--- src/sv/fcsc_pkg.sv ---
// Shared types and constants for the finite-context symbol counter.
package fcsc_pkg;

  localparam int NUM_SYMBOLS = 4;
  localparam int SYM_W       = 2;
  localparam int FREQ_W      = 24;
  localparam int TOTAL_W     = 26;
  localparam int ORDER_W     = 4;
  localparam int ALPHA_W     = 8;
  localparam int LIMIT_W     = 16;
  localparam int CFG_IDX_W   = 2;
  localparam int CFG_DATA_W  = 16;
  localparam int QUEUE_DEPTH = 4;
  localparam int QPTR_W      = 2;
  localparam int OCC_W       = 4;

  localparam logic [ORDER_W-1:0] ORDER_RST = 4'd10;
  localparam logic [ALPHA_W-1:0] ALPHA_RST = 8'd1;
  localparam logic [LIMIT_W-1:0] LIMIT_RST = 16'hFFFF;
  localparam logic [FREQ_W-1:0]  FREQ_MAX  = 24'hFFFFFF;

  typedef enum logic [CFG_IDX_W-1:0] {
    CFG_ORDER = 2'd0,
    CFG_ALPHA = 2'd1,
    CFG_LIMIT = 2'd2
  } cfg_reg_t;

  typedef struct packed {
    logic [FREQ_W-1:0]  freq_sym0;
    logic [FREQ_W-1:0]  freq_sym1;
    logic [FREQ_W-1:0]  freq_sym2;
    logic [FREQ_W-1:0]  freq_sym3;
    logic [TOTAL_W-1:0] freq_total;
  } freq_res_t;

  typedef struct packed {
    logic upd_vld;
    logic prod_vld;
  } upd_status_t;

endpackage

--- src/sv/fcsc_freq_if.sv ---
// Result channel interface: four symbol frequencies and their sum per transaction.
interface fcsc_freq_if;
  logic        valid;
  logic        ready;
  logic [23:0] freq_sym0;
  logic [23:0] freq_sym1;
  logic [23:0] freq_sym2;
  logic [23:0] freq_sym3;
  logic [25:0] freq_total;

  modport source (output valid, output freq_sym0, output freq_sym1, output freq_sym2,
                  output freq_sym3, output freq_total, input ready);
  modport sink (input valid, input freq_sym0, input freq_sym1, input freq_sym2,
                input freq_sym3, input freq_total, output ready);
endinterface

--- src/sv/fcsc_result_queue.sv ---
// Frequency finishing (offset, saturation, sum) and the output queue.
module fcsc_result_queue
  import fcsc_pkg::*;
#(
  parameter int PROD_W = 24
) (
  input  logic                              clk,
  input  logic                              rst_n,
  input  logic                              prod_vld,
  input  logic [NUM_SYMBOLS-1:0][PROD_W-1:0] prod,
  output logic [QPTR_W:0]                   count,
  fcsc_freq_if.source                       out_freq
);

  localparam int SUM_W = ((PROD_W + 1) > (FREQ_W + 1)) ? (PROD_W + 1) : (FREQ_W + 1);

  freq_res_t                          q_mem_r [QUEUE_DEPTH];
  logic [QPTR_W-1:0]                  wr_ptr_r;
  logic [QPTR_W-1:0]                  rd_ptr_r;
  logic [QPTR_W:0]                    cnt_r;
  logic [NUM_SYMBOLS-1:0][SUM_W-1:0]  fsum;
  logic [NUM_SYMBOLS-1:0][FREQ_W-1:0] freq;
  logic [TOTAL_W-1:0]                 total;
  freq_res_t                          res;
  freq_res_t                          head;
  logic                               push;
  logic                               pop;

  always_comb begin
    total = '0;
    for (int j = 0; j < NUM_SYMBOLS; j++) begin
      fsum[j] = SUM_W'(prod[j]) + SUM_W'(1);
      freq[j] = (fsum[j] > SUM_W'(FREQ_MAX)) ? FREQ_MAX : fsum[j][FREQ_W-1:0];
      total   = total + TOTAL_W'(freq[j]);
    end
    res.freq_sym0  = freq[0];
    res.freq_sym1  = freq[1];
    res.freq_sym2  = freq[2];
    res.freq_sym3  = freq[3];
    res.freq_total = total;
  end

  assign push = prod_vld;
  assign pop  = out_freq.valid && out_freq.ready;

  always_ff @(posedge clk) begin
    if (!rst_n) begin
      wr_ptr_r <= '0;
      rd_ptr_r <= '0;
      cnt_r    <= '0;
    end else begin
      if (push) begin
        wr_ptr_r <= wr_ptr_r + QPTR_W'(1);
      end
      if (pop) begin
        rd_ptr_r <= rd_ptr_r + QPTR_W'(1);
      end
      cnt_r <= cnt_r + (QPTR_W+1)'(push) - (QPTR_W+1)'(pop);
    end
  end

  always_ff @(posedge clk) begin
    if (push) begin
      q_mem_r[wr_ptr_r] <= res;
    end
  end

  assign head                = q_mem_r[rd_ptr_r];
  assign count               = cnt_r;
  assign out_freq.valid      = (cnt_r != '0);
  assign out_freq.freq_sym0  = head.freq_sym0;
  assign out_freq.freq_sym1  = head.freq_sym1;
  assign out_freq.freq_sym2  = head.freq_sym2;
  assign out_freq.freq_sym3  = head.freq_sym3;
  assign out_freq.freq_total = head.freq_total;

`ifndef SYNTH
  a_no_overflow: assert property (@(posedge clk) disable iff (!rst_n)
    push |-> (cnt_r < (QPTR_W+1)'(QUEUE_DEPTH) || pop))
    else $error("result queue written while full");
`endif

endmodule

--- src/flat_wrapper.sv ---
// flat-port wrapper written by rule: the top's interface ports become plain ports
module fcsc_result_queue_flat import fcsc_pkg::*;
#(
  parameter int PROD_W = 24
)
  (clk, rst_n, prod_vld, prod, count, out_freq_valid, out_freq_freq_sym0, out_freq_freq_sym1, out_freq_freq_sym2, out_freq_freq_sym3, out_freq_freq_total, out_freq_ready);
  fcsc_freq_if out_freq_i ();
  input  logic clk;
  input  logic rst_n;
  input  logic prod_vld;
  input  logic [NUM_SYMBOLS-1:0][PROD_W-1:0] prod;
  output logic [QPTR_W:0] count;
  output wire logic [$bits(out_freq_i.valid)-1:0] out_freq_valid;
  output wire logic [$bits(out_freq_i.freq_sym0)-1:0] out_freq_freq_sym0;
  output wire logic [$bits(out_freq_i.freq_sym1)-1:0] out_freq_freq_sym1;
  output wire logic [$bits(out_freq_i.freq_sym2)-1:0] out_freq_freq_sym2;
  output wire logic [$bits(out_freq_i.freq_sym3)-1:0] out_freq_freq_sym3;
  output wire logic [$bits(out_freq_i.freq_total)-1:0] out_freq_freq_total;
  input wire logic [$bits(out_freq_i.ready)-1:0] out_freq_ready;
  assign out_freq_valid = out_freq_i.valid;
  assign out_freq_freq_sym0 = out_freq_i.freq_sym0;
  assign out_freq_freq_sym1 = out_freq_i.freq_sym1;
  assign out_freq_freq_sym2 = out_freq_i.freq_sym2;
  assign out_freq_freq_sym3 = out_freq_i.freq_sym3;
  assign out_freq_freq_total = out_freq_i.freq_total;
  assign out_freq_i.ready = out_freq_ready;
  fcsc_result_queue #(.PROD_W(PROD_W)) u_core (.clk(clk), .rst_n(rst_n), .prod_vld(prod_vld), .prod(prod), .count(count), .out_freq(out_freq_i));
endmodule
--- config.mk ---
export PLATFORM = sky130hd
export DESIGN_NAME = fcsc_result_queue_flat
export DESIGN_NICKNAME = d
export VERILOG_FILES = /design/src/sv/fcsc_pkg.sv /design/src/sv/fcsc_freq_if.sv /design/src/sv/fcsc_result_queue.sv /design/src/flat_wrapper.sv
export SDC_FILE = /design/constraint.sdc
export NUM_CORES = 1
export LEC_CHECK = 0
export CORE_UTILIZATION = 25
export DETAILED_ROUTE_END_ITERATION = 16
export DONT_BUFFER_PORTS = 1
export GPL_TIMING_DRIVEN = 0
export PLACE_DENSITY = 0.38
export SYNTH_ARGS = -nofsm -noshare
export SYNTH_HDL_FRONTEND = slang
export SYNTH_SLANG_ARGS = --single-unit
--- constraint.sdc ---
create_clock -name clk -period 14.26 [get_ports clk]
set_input_delay 0.713 -clock clk [delete_from_list [all_inputs] [get_ports clk]]
set_output_delay 0.713 -clock clk [all_outputs]
set_load 0.01 [all_outputs]
### Word level (Yosys, flattened, before mapping)

Memories as Yosys holds them, arrays and structs flattened. A register that Yosys moved wholly into a read port is not among the register bits.
Cells that the tools add are included.

| operators by class | value |
|---|---|
| $add $sub $neg | 11 |
| order comparisons | 4 |
| muxes and demuxes | 8 |
| reductions and logical operators | 2 |

Operators with widths:

| kind | number |
|---|---|
| adder 24 x 1 -> 25 bit (second input constant) | 4 |
| > comparator 25 x 24 -> 1 bit (second input constant) | 4 |
| two-way mux 24 bit | 4 |
| adder 26 x 24 -> 26 bit | 2 |
| adder 24 x 24 -> 25 bit | 1 |
| adder 2 x 1 -> 2 bit (second input constant) | 2 |
| two-way mux 2 bit | 2 |
| adder 3 x 1 -> 3 bit | 1 |
| nonzero test 3 bit | 1 |
| subtractor 3 x 1 -> 3 bit | 1 |
| two-way mux 1 bit | 2 |
| logical AND 1 bit | 1 |

| word-level totals | value |
|---|---|
| flip-flop bits (word level) | 7 |
| bits in writable memories | 488 |
| input bits | 100 |
| output and inout port bits | 126 |
| logic and storage cells | 29 |
| memories | 1 |

Memories:

| name | words | width | read ports | clocked after Yosys merged registers in | wr ports | RTL line | text |
|---|---|---|---|---|---|---|---|
| u_core.q_mem_r | 4 | 122 | 1 | 1 | 1 | fcsc_result_queue.sv:17 | `freq_res_t q_mem_r [QUEUE_DEPTH];` |

### Longest topological paths before layout

| depth | value |
|---|---|
| depth in word-level cells | 6 |
| mapped depth | 33 |
| mapped depth without buffers | 32 |

### Worst setup path before layout

OpenSTA, ideal clock, no wires.

| path | value |
|---|---|
| path kind | input to register |
| from | input prod[24] (netlist bit) |
| to | memory u_core.q_mem_r[0][25] (netlist bit), data pin |
| setup time | 0.261 ns |
| arrival | 6.527 ns |
| data required time | 13.999 ns |
| path slack | 7.471 ns |
| cell stages on the path | 29 |
| buffers on the path | 1 |
| cell sequence | ha_1 -> nand3_1 -> nor4_4 -> and2b_1 -> nand2b_1 -> nor2_1 -> xnor2_1 -> nor2_1 -> a31oi_2 -> buf_2 -> nand2_1 -> ha_1 -> fa_1 -> a21o_1 -> a21oi_1 -> o21ai_0 -> a21oi_1 -> nor3_1 -> o31a_1 -> a31o_2 -> a21oi_1 -> xor2_1 -> fa_1 -> inv_1 -> ha_1 -> or2_2 -> o31ai_1 -> a31oi_1 -> a31o_2 |

RTL lines:

| item | RTL line | text |
|---|---|---|
| from (decl) | flat_wrapper.sv:11 | `input logic [NUM_SYMBOLS-1:0][PROD_W-1:0] prod;` |
| to (decl) | fcsc_result_queue.sv:17 |  |

==> flow_metrics.py <==
metrics = {
    "synth": {
        "avgSynthCellArea_um2": 15.13,
        "muxShareOfSynthArea": 0.1180,
        "yosysSeqAreaShare": 0.6200,
        "synth_compound_area_frac": 0.04523,
        "ys_types": 70,
        "synth_edf_count": 488,
        "yosysWarnings": 0,
        "syn_nets": 1770,
        "yosysTopAreaCell": "edfxtp_1",
        "yosys.area_share.simple": 0.09543,
        "synth_top_family_by_area": "multiplexers",
        "synth_top_area_share": 0.6125,
        "netlist_instances": 1581,
        "yosys-top-cells-area": "edfxtp_1, mux4_2, ha_1",
        "yosys.area_share.xor_xnor": 0.04429,
        "yosys_most_used_dff": "edfxtp_1",
        "ys_seq_elements": 497,
        "synth_fa_ha_area_frac": 0.05501,
        "async_flop_share": 0,
        "syn-cell-area_mm2": 0.02393,
    },
    "final_layout": {
        "fin_util": 0.2923,
        "layout_commonest_cell": "edfxtp_1",
        "antenna_cells": 0,
        "fillCellCount": 9487,
        "multi_input_area_mm2": 0.008576,
        "area_delta_synth_final_pct": 15.89,
        "nets": 1839,
        "final_cell_mix": "edfxtp_1, nand2_1, mux4_2, inv_1, nor2_1",
        "seq_area_mm2": 0.01483,
        "drive_gt1_frac": 0.1597,
    },
    "setup_path": {
        "cp-start-kind": "input port",
        "crit_cells": 32,
        "required_ns": 14.64,
        "cp_slowest_cell": "nor4_4",
        "arrival_ns": 8.52,
        "worst-setup-path-type": "in -> reg",
        "endpoint_kind": "flip-flop",
        "reg2regPathDepth": 10,
        "critPathBufInv": 1,
        "crit_top_cell": "a21oi_1",
        "critPathTopFamily": "compound AO/OA/AOI/OAI gates",
        "cp_max_fo": 7,
        "slowest_delay_ns": 0.53,
    },
    "clocking": {
        "ctsResizeCount": 0,
        "clock_latency_ns": 0.64,
        "cts_root_buffer": "clkbuf_16",
        "ctsHoldBuffers": 0,
        "htree_levels": 2,
        "numCtsBuffers": 58,
        "clock_path_buffers": 3,
        "clkSlewWorstSetupHoldPaths_ns": 0.06,
        "cts_tree": "built",
        "clock_sinks": 497,
        "post_cts_buffers": 0,
    },
    "floorplanning": {
        "fp.dieH_um": 311.4,
        "ioPinCount": 226,
        "die_x_um": 311.4,
        "dieArea_mm2": 0.09695,
        "initial_core_util": 0.2522,
        "fp-row-count": 113,
        "core_mm2": 0.09487,
    },
    "drt": {
        "first_pass_iters": 5,
        "routed_wl_um": 70080,
        "postRouteAntennaNets": 0,
        "avgRoutedWirePerCell_um": 23.66,
        "vias_per_cell": 4.544,
        "first_iter_violations": 1022,
        "drcViolationCount": 0,
        "vias": 13460,
    },
    "power": {
        "power_density_mw_per_mm2": 166.1,
        "p_leak_nw": 9.117,
        "ir_drop_mv": 0.09755,
    },
    "job": {
        "drv_cap": 0,
    },
    "sta": {
        "clock.fmax_mhz": 122.8,
        "setup_slack_ns": 6.119,
        "hold_viol": 0,
        "setup_viol": 0,
        "fin_tns_setup_ns": 0,
        "worst_pin_slew_ns": 1.193,
        "slew_headroom": 0.2047,
        "finalCriticalPeriod_ns": 8.141,
        "min_period_over_period": 0.5709,
        "finalClockSkew_ns": 0.03078,
        "drv_slew": 0,
        "rsz0062_at_grt": "false",
    },
    "global_route": {
        "track_usage": 0.1437,
        "grt_pass1_wl_um": 100000,
        "grt_max_degree": 49,
        "grt_pass1_vias": 13640,
        "overflow": 0,
        "grt_antenna_before_repair": 1,
    },
    "min_path": {
        "min_path_cells": 1,
        "min_path_type": "in -> reg",
    },
    "placed_design": {
        "hpwl_um": 51130,
        "portBuffers": 0,
        "dpl_worst_slack_ns": 5.372,
        "gp_congestion": 0.8011,
    },
    "status": {
        "status": "finished, final reports clean",
    },
}
metrics by stage:
stage	hold WS, ns	std cells	total power (W)	instance area, um2
global route	0.1433	2962	0.004846	27730
CTS	0.1323	2962	0.004706	27730
finish	0.1916	2962	0.004605	27730
global placement	0.5564	2846	0.003143	25510
floorplan	0.5276	1581	0.002736	23930
detailed placement	0.5658	2855	0.003155	25770
routing by layer:
metal,share of wire,GRT usage,wire (um),up-vias
met5,0,0,0,-
met4,0.022,0.03627,1520,0
met3,0.055,0.03547,3863,73
met2,0.50,0.2476,35210,285
met1,0.42,0.1790,29490,6911
li1,-,-,-,6190
sequential cells by signal, indices dropped and copies added, names as in the netlist, named ones only:
register / cells
u_core.rd_ptr_r: 2
u_core.q_mem_r: 488
u_core.count: 3
u_core.wr_ptr_r: 2
synthesized netlist by cell type, types with 5 or more instances:
master	n
edfxtp_1	488
nand2_1	142
mux4_2	122
inv_1	85
nor2_1	65
ha_1	62
xor2_1	62
xnor2_1	59
a21oi_1	44
nand3_1	44
and2_1	42
o21ai_0	36
fa_1	27
nor3_1	23
buf_1	22
nand4_1	20
nand2b_1	19
clkbuf_1	17
o21a_1	15
and3_1	13
a21o_1	12
a31oi_1	12
buf_2	10
nor2b_1	10
dfxtp_1	9
nor4b_1	8
nand3b_1	7
or3_1	7
nor4_1	6
o21bai_1	6
o22ai_1	6
o31ai_1	6
and2_4	5
mux2_2	5
area by class of cell:
cell class / instances / share of cell area
flip-flops and latches: 497 / 0.5350
multi-input cells: 949 / 0.3093
well taps: 1265 / 0.05708
clock buffers: 64 / 0.05316
clock inverters: 43 / 0.01755
inverters: 85 / 0.01151
repair buffers: 9 / 0.008935
plain buffers: 50 / 0.007491
final timing paths:
path | startpoint | to | slack [ns]
max | prod[24] | u_core.q_mem_r[0][24] | 6.12
min | rst_n | u_core.rd_ptr_r[0] | 0.19
max reg2reg | u_core.count[1] | u_core.count[2] | 11.81
min reg2reg | u_core.wr_ptr_r[1] | u_core.wr_ptr_r[1] | 0.57
power by group:
part,switching [W],internal (W)
combinational,0.000774,0.000455
clock,0.000618,0.000909
sequential,0.0000269,0.00182
kinds of logic (layout without fill, tap and decap cells):
logic type / after synthesis / count (layout)
AOI/OAI and AO/OA: 169 / 169
xor gates and xnor gates: 121 / 121
adders and majority gates: 89 / 89
buffers and inverters: 135 / 251
DFF: 497 / 497
muxes: 129 / 129
and+or+nand+nor: 441 / 441
worst register-to-register path, cell delays in order, from the launching register on:
cell and delay [ns]:
dfxtp_1 0.38, or3_1 0.43, and2_1 0.24, ha_1 0.28
inv_1 0.06, ha_1 0.13, inv_1 0.04, fa_1 0.38
xnor2_1 0.15, xnor2_1 0.12, and2_1 0.15
Power figures use the tool's default switching activity.
