File: src/sv/fcsc_pkg.sv
// Shared types and constants for the finite-context symbol counter.
package fcsc_pkg;

  localparam int NUM_SYMBOLS = 4;
  localparam int SYM_W       = 2;
  localparam int FREQ_W      = 24;
  localparam int TOTAL_W     = 26;
  localparam int ORDER_W     = 4;
  localparam int ALPHA_W     = 8;
  localparam int LIMIT_W     = 16;
  localparam int CFG_IDX_W   = 2;
  localparam int CFG_DATA_W  = 16;
  localparam int QUEUE_DEPTH = 4;
  localparam int QPTR_W      = 2;
  localparam int OCC_W       = 4;

  localparam logic [ORDER_W-1:0] ORDER_RST = 4'd10;
  localparam logic [ALPHA_W-1:0] ALPHA_RST = 8'd1;
  localparam logic [LIMIT_W-1:0] LIMIT_RST = 16'hFFFF;
  localparam logic [FREQ_W-1:0]  FREQ_MAX  = 24'hFFFFFF;

  typedef enum logic [CFG_IDX_W-1:0] {
    CFG_ORDER = 2'd0,
    CFG_ALPHA = 2'd1,
    CFG_LIMIT = 2'd2
  } cfg_reg_t;

  typedef struct packed {
    logic [FREQ_W-1:0]  freq_sym0;
    logic [FREQ_W-1:0]  freq_sym1;
    logic [FREQ_W-1:0]  freq_sym2;
    logic [FREQ_W-1:0]  freq_sym3;
    logic [TOTAL_W-1:0] freq_total;
  } freq_res_t;

  typedef struct packed {
    logic upd_vld;
    logic prod_vld;
  } upd_status_t;

endpackage

File: src/sv/fcsc_update.sv
// Read-modify-write stage: forwarding, counter increment and halving, count scaling.
module fcsc_update
  import fcsc_pkg::*;
#(
  parameter int ADDR_W     = 20,
  parameter int COUNT_BITS = 16
) (
  input  logic                                      clk,
  input  logic                                      rst_n,
  input  logic                                      issue_vld,
  input  logic [ADDR_W-1:0]                         issue_addr,
  input  logic [SYM_W-1:0]                          issue_sym,
  input  logic [NUM_SYMBOLS*COUNT_BITS-1:0]         rd_data,
  input  logic [ALPHA_W-1:0]                        alpha,
  input  logic [LIMIT_W-1:0]                        count_limit,
  output logic                                      wr_en,
  output logic [ADDR_W-1:0]                         wr_addr,
  output logic [NUM_SYMBOLS*COUNT_BITS-1:0]         wr_data,
  output logic [NUM_SYMBOLS-1:0][ALPHA_W+COUNT_BITS-1:0] prod,
  output upd_status_t                               status
);

  localparam int WORD_W = NUM_SYMBOLS * COUNT_BITS;
  localparam int PROD_W = ALPHA_W + COUNT_BITS;
  localparam int CMP_W  = (COUNT_BITS > LIMIT_W) ? COUNT_BITS : LIMIT_W;

  logic                                   upd_vld_r;
  logic [ADDR_W-1:0]                      upd_addr_r;
  logic [SYM_W-1:0]                       upd_sym_r;
  logic                                   fwd_hit_r;
  logic [WORD_W-1:0]                      fwd_data_r;
  logic                                   prod_vld_r;
  logic [NUM_SYMBOLS-1:0][PROD_W-1:0]     prod_r;
  logic [NUM_SYMBOLS-1:0][COUNT_BITS-1:0] cnt;
  logic [NUM_SYMBOLS-1:0][COUNT_BITS-1:0] cnt_new;
  logic [COUNT_BITS-1:0]                  inc;
  logic                                   halve;

  always_ff @(posedge clk) begin
    if (!rst_n) begin
      upd_vld_r  <= 1'b0;
      fwd_hit_r  <= 1'b0;
      prod_vld_r <= 1'b0;
    end else begin
      upd_vld_r  <= issue_vld;
      // The write of the previous item lands on the same edge as this read,
      // so the memory returns stale data; keep the written word instead.
      fwd_hit_r  <= issue_vld && wr_en && (wr_addr == issue_addr);
      prod_vld_r <= upd_vld_r;
    end
  end

  always_ff @(posedge clk) begin
    upd_addr_r <= issue_addr;
    upd_sym_r  <= issue_sym;
    fwd_data_r <= wr_data;
    for (int j = 0; j < NUM_SYMBOLS; j++) begin
      prod_r[j] <= PROD_W'(alpha) * PROD_W'(cnt[j]);
    end
  end

  always_comb begin
    cnt   = fwd_hit_r ? fwd_data_r : rd_data;
    inc   = cnt[upd_sym_r] + COUNT_BITS'(1);
    halve = (CMP_W'(inc) == CMP_W'(count_limit)) || (inc == '1);
    for (int j = 0; j < NUM_SYMBOLS; j++) begin
      cnt_new[j] = (SYM_W'(j) == upd_sym_r) ? inc : cnt[j];
      if (halve) begin
        cnt_new[j] = cnt_new[j] >> 1;
      end
    end
  end

  assign wr_en           = upd_vld_r;
  assign wr_addr         = upd_addr_r;
  assign wr_data         = cnt_new;
  assign prod            = prod_r;
  assign status.upd_vld  = upd_vld_r;
  assign status.prod_vld = prod_vld_r;

`ifndef SYNTH
  a_fwd_live: assert property (@(posedge clk) disable iff (!rst_n)
    fwd_hit_r |-> upd_vld_r)
    else $error("forwarded word with no item in the update stage");
`endif

endmodule

File: config.mk
export PLATFORM = sky130hd
export DESIGN_NAME = fcsc_update
export DESIGN_NICKNAME = d
export VERILOG_FILES = /design/src/sv/fcsc_pkg.sv /design/src/sv/fcsc_update.sv
export SDC_FILE = /design/constraint.sdc
export NUM_CORES = 1
export LEC_CHECK = 0
export BUFFER_PORTS_ARGS = -buffer_cell sky130_fd_sc_hd__buf_2
export CORE_AREA = 2 2 235 237
export DETAILED_ROUTE_END_ITERATION = 10
export DIE_AREA = 0 0 237 239
export PLACE_DENSITY = 0.68
export SKIP_LAST_GASP = 1
export SLEW_MARGIN = 10
export SYNTH_ARGS = -nofsm -noshare
export SYNTH_HDL_FRONTEND = slang
export SYNTH_SLANG_ARGS = --single-unit
File: constraint.sdc
create_clock -name clk -period 7.3 [get_ports clk]
set_input_delay 1.095 -clock clk [delete_from_list [all_inputs] [get_ports clk]]
set_output_delay 1.095 -clock clk [all_outputs]
set_load 0.03 [all_outputs]
* Word level (Yosys, flattened, before mapping) *
Index checks and enable logic that the tools add are counted.

storage, ports and cells
  bits in registers = 185
  latch bits = 0
  memory bits (writable) = 0
  memory bits (read-only) = 0
  output and inout bits = 183
  logic and storage cells = 37
  memories = 0

operators by class
  add/subtract/negate cells = 1
  multiply operators = 4
  div/mod/pow operators = 0
  $lt $le $gt $ge = 1
  eq/ne operators = 6
  shift operators = 0
  multiplexer cells = 11
  bitwise operators = 0
  reductions and logical operators = 4

operators with widths
  cell                                                                          count
  16-bit 2-to-1 mux                                                             9
  8-bit by 16-bit multiplier with 24-bit output                                 4
  64-bit 2-to-1 mux                                                             1
  16-bit binary-select mux with 2-bit select                                    1
  20-bit equality test                                                          1
  16-bit by 1-bit adder with 16-bit output, second input constant               1
  16-bit equality test                                                          1
  16-bit equality test, second input constant                                   1
  2-bit equality test, first input constant                                     2
  2-bit by 3-bit less-than comparator with 1-bit output, second input constant  1
  1-bit by 2-bit equality test with 1-bit output, first input constant          1
  1-bit logical AND                                                             2
  2-bit logical NOT                                                             1
  1-bit logical OR                                                              1

* Longest topological paths before layout *
  depth in word-level cells = 7
  depth in mapped cells = 26
  mapped depth without buffers = 21

* Worst setup path before layout *
OpenSTA, ideal clock, no wires.

  kind = register to register
  start = reg fwd_hit_r
  end = reg prod_r (netlist bit prod[23])
  data arrival time = 6.388 ns
  data required time = 7.168 ns
  setup slack = 0.781 ns
  stages on the path, launching flop included = 23
  path buffers = 5
  cell sequence = dfxtp_1 -> buf_6 -> buf_6 -> buf_6 -> buf_1 -> buf_1 -> mux2i_1 -> nor2b_1 -> fa_1 -> fa_1 -> fa_1 -> inv_1 -> fa_1 -> inv_1 -> ha_1 -> or3_1 -> o21ai_0 -> a21oi_1 -> a41o_1 -> o41ai_1 -> o211ai_1 -> a2111oi_0 -> nor3b_1

on the way
  longest elaborated chain between the ends = 2

ends and longest elaborated chain
  item                                           RTL line           source
  from (decl)                                    fcsc_update.sv:30  logic fwd_hit_r;
  from (signal assigned)                         fcsc_update.sv:48  fwd_hit_r <= issue_vld && wr_en && (wr_addr == issue_addr);
  64-bit 2-to-1 mux                              fcsc_update.sv:63  cnt = fwd_hit_r ? fwd_data_r : rd_data;
  8-bit by 16-bit multiplier with 24-bit output  fcsc_update.sv:58  prod_r[j] <= PROD_W'(alpha) * PROD_W'(cnt[j]);
  to (signal, indexed assignment)                fcsc_update.sv:58
  to (decl)                                      fcsc_update.sv:33  logic [NUM_SYMBOLS-1:0][PROD_W-1:0] prod_r;

Every way passes these cells.
A chain may end at the register's enable or synchronous reset.

* Worst setup path after layout *
  start = reg fwd_hit_r
  end = out wr_data[44]

on the way
  longest elaborated chain between the ends = 7

ends and longest elaborated chain
  item                                        RTL line           source
  64-bit 2-to-1 mux (*)                       fcsc_update.sv:63
  16-bit binary-select mux with 2-bit select  fcsc_update.sv:64  inc = cnt[upd_sym_r] + COUNT_BITS'(1);
  16-bit 2-to-1 mux (not written as such)     fcsc_update.sv:64
  16-bit by 1-bit adder with 16-bit output    fcsc_update.sv:64
  16-bit equality test                        fcsc_update.sv:65  halve = (CMP_W'(inc) == CMP_W'(count_limit)) || (inc == '1);
  1-bit logical OR                            fcsc_update.sv:65
  16-bit 2-to-1 mux (*)                       fcsc_update.sv:68  if (halve) begin
  to (decl)                                   fcsc_update.sv:18  output logic [NUM_SYMBOLS*COUNT_BITS-1:0] wr_data,

Mark *: on every way between the ends. The rest lies on a longest branch, timed or not. The select of a mux whose other input is x is not followed.

==> results_dict.tcl <==
set metrics [dict create \
    firstDrtPassIters 5 \
    seqCellArea_um2 3710 \
    cp-start-kind "register" \
    dp_hpwl_mm 56.4 \
    fmaxAchievable_ghz 0.142 \
    rsz0062_at_grt "false" \
    grt_overflow 0 \
    syn_area_um2 24000 \
    rows 86 \
    fin_crit_ps 7040 \
    h-tree-depth 4 \
    worst-slew-pin-transition_ps 1320 \
    synth-edff-count 0 \
    hold_start "wr_en$_SDFF_PN0_" \
    fillCellCount 5005 \
    path_max_fanout 62 \
    outcome "finished clean" \
    place_congestion 0.899 \
    timing.rr.start "fwd_hit_r$_SDFF_PN0_" \
    ys_seq_area_share_pct 15.4 \
    syn_avg_cell_area_um2 9.55 \
    async_flop_share_pct 0 \
    holdPathEnd "prod_vld_r$_SDFF_PN0_" \
    die_width_um 237 \
    postRouteAntennaNets 0 \
    fin_hold_ws_ps 511 \
    grt_pass1_vias 19800 \
    power_density_nw_per_um2 293 \
    syn-num-nets 3142 \
    finalHoldViolCount 0 \
    fp.dieH_um 239 \
    grt.met2_usage_pct 40.2 \
    numCtsBuffers 17 \
    viasPerCell 5.33 \
    clockBufferDepth 2 \
    syn-instance-count 2515 \
    grt_util_met1_pct 32.7 \
    start_util_pct 44.2 \
    stdcell_area_um2 27200 \
    cts_hold_buf 0 \
    reg2reg_to "prod[23]$_DFF_P_" \
    drive_above_1_share_pct 17.4 \
    wl_mm 69.7 \
    coreArea_um2 54300 \
    dieArea_um2 56600 \
    cts_tree "built" \
    drcViolationCount 0 \
    p_leak_nw 13.2 \
    critPathCaptureType "output port" \
    synthDistinctLibCells 67 \
    cts-root-buf "clkbuf_16" \
    required_ps 6200 \
    clk_pin_slew_worst_paths_ps 80 \
    wl_per_cell_um 19.8 \
    post-route-period-util_pct 96.4 \
    grt_usage_pct 25.5 \
    io_pins 296 \
    grt_pass1_wl_mm 110 \
    drv_cap 0 \
    fin_nets 3424 \
    clock_latency_ps 530 \
    drt_iter0_markers 1232 \
    syn_to_final_growth_pct 13.2 \
    setup-tns-final_ps 0 \
    postPlaceCellArea_um2 26500 \
    slew_headroom_pct 9.52 \
    reg2regPathDepth 19 \
    report.final.slew_viol_count 0 \
    arrival_ps 5940 \
    multi_input_area_um2 18300 \
    port_buffers 295 \
    synth_ff_type "dfxtp_1" \
    vias 18800 \
    top_usage_layer "met2" \
    post-cts-setup-buffer-count 0 \
    use_met3_pct 5.28 \
    ff2ff_setup_slack_ps 610 \
    ys_warn_count 0 \
    grt_max_degree 63 \
    cts_resized 0 \
    critical_path_class "reg -> out" \
    skew_ps 21.5 \
    setup_viol 0 \
    hp-class "reg -> reg" \
    peakVddDrop_v 0.000206 \
    worstHoldPathCells 1 \
    antenna_found_initial 9 \
    cts.sinks 185 \
    ys_seq_elements 185 \
]
## cells in the mapped netlist, types with 9 or more instances
| library cell | count | share of area (%) |
|---|---|---|
| and2_1 | 151 | 3.9 |
| xnor2_1 | 73 | 2.7 |
| fa_1 | 336 | 28 |
| nor3_1 | 31 | 0.65 |
| buf_4 | 10 | 0.31 |
| nand3_1 | 21 | 0.44 |
| a21oi_1 | 43 | 0.90 |
| o21ai_0 | 36 | 0.75 |
| mux2i_1 | 151 | 6.3 |
| clkbuf_1 | 80 | 1.3 |
| nand2b_1 | 28 | 0.73 |
| a21o_1 | 9 | 0.28 |
| nand2_1 | 116 | 1.8 |
| xor2_1 | 35 | 1.3 |
| mux2_2 | 41 | 1.9 |
| inv_1 | 408 | 6.4 |
| ha_1 | 178 | 9.3 |
| nor2b_1 | 292 | 7.6 |
| mux4_2 | 21 | 2.0 |
| or3_1 | 14 | 0.36 |
| buf_1 | 13 | 0.20 |
| a211oi_1 | 9 | 0.28 |
| mux2_1 | 30 | 1.4 |
| and3_1 | 13 | 0.34 |
| o21a_1 | 9 | 0.28 |
| nor2_1 | 65 | 1.0 |
| or2_2 | 9 | 0.23 |
| dfxtp_1 | 185 | 15 |
| nand4_1 | 12 | 0.31 |
## through the flow
step / setup slack [ps] / instances / total power [mW] / util [%]
5_1_grt: 32.1 / 3517 / 8.77 / 50.0
4_1_cts: 309 / 3514 / 8.08 / 50.0
2_1_floorplan: 781 / 2515 / 5.57 / -
6_report: 260 / 3520 / 7.97 / 50.0
3_5_place_dp: 386 / 3482 / 6.95 / 48.8
3_3_place_gp: 469 / 3482 / 6.88 / 48.8
## report_power, final
part | internal, mW | leakage (nW) | switching [mW] | total (mW)
clock network | 0.503 | 0.313 | 0.532 | 1.04
logic | 2.21 | 11.3 | 3.28 | 5.49
registers | 1.35 | 1.56 | 0.0914 | 1.44
## worst max-delay path, stage by stage (launching register included)
cell	delay, ps
dfxtp_4	630
mux2i_1	520
buf_4	330
mux4_2	540
a211oi_2	450
nand2_1	230
and4bb_2	410
xnor2_1	240
nand4_1	240
o22ai_4	300
buf_12	390
mux2i_1	540
mux2i_1	300
buf_2	260
## cells in the final DEF, fill, tap and decap left out, drive strengths merged, types with 8 or more instances in the layout
cell type | synthesis | final
mux2 | 71 | 71
and3 | 13 | 13
or2 | 9 | 9
clkbuf | 80 | 17
nor4 | 8 | 8
ha | 178 | 178
dfxtp | 185 | 185
nand2 | 116 | 116
nand2b | 28 | 28
inv | 408 | 411
and2 | 152 | 152
a21o | 9 | 9
nor2b | 292 | 292
fa | 336 | 336
nor2 | 65 | 65
xor2 | 35 | 35
clkinv | 0 | 11
xnor2 | 73 | 73
o21ai | 36 | 36
buf | 34 | 377
nor3 | 31 | 31
nand3 | 21 | 21
a21oi | 43 | 43
mux4 | 21 | 21
nand4 | 12 | 12
mux2i | 151 | 151
a211oi | 11 | 11
o21a | 9 | 9
or3 | 14 | 14
## final cells by class
class	count	share of cell area, %
clock inverters	15	0.852
inverters	408	5.63
clock buffers	17	1.57
diodes	6	0.0552
flip-flops and latches	185	13.6
repair buffers	377	7.79
well taps	704	3.24
multi-input cells	1808	67.2
## registers in the layout, indices dropped and copies added (netlist names)
register    cells
prod           96
fwd_data_r     64
wr_addr        20
upd_sym_r       2
fwd_hit_r       1
prod_vld_r      1
wr_en           1
## layer usage
layer  wire length [um]  vias to the layer above
met2              31900                      643
met1              28600                     9429
met5                 43                        -
met3               5210                      159
li1                   -                     8514
met4               3880                        8
## logic make-up (layout without fill, tap and decap cells)
logic type                 after synthesis  count (layout)  synth area share [%]
and+or+nand+nor                        776             776                  18.3
buffers and inverters                  522             817                  8.57
adders and majority gates              514             514                  37.3
muxes                                  243             243                  11.6
DFF                                    185             185                  15.4
AOI/OAI and AO/OA                      162             162                  4.43
xor gates and xnor gates               113             113                  4.43
other                                    0               6                     0
## worst max path at each step
| stage | startpoint | to | slack [ps] | cells past startpoint |
|---|---|---|---|---|
| 3_3_place_gp | rd_data[2] | prod[23]$_DFF_P_ | 470 | 19 |
| 3_5_place_dp | rd_data[2] | prod[23]$_DFF_P_ | 390 | 19 |
| 6_report | fwd_hit_r$_SDFF_PN0_ | wr_data[44] | 260 | 13 |
| 5_1_grt | fwd_hit_r$_SDFF_PN0_ | wr_data[44] | 30 | 13 |
| 4_1_cts | fwd_hit_r$_SDFF_PN0_ | wr_data[44] | 310 | 13 |
| 2_1_floorplan | fwd_hit_r$_SDFF_PN0_ | prod[23]$_DFF_P_ | 780 | 22 |
Note: power is estimated with default switching activity, not from simulation.
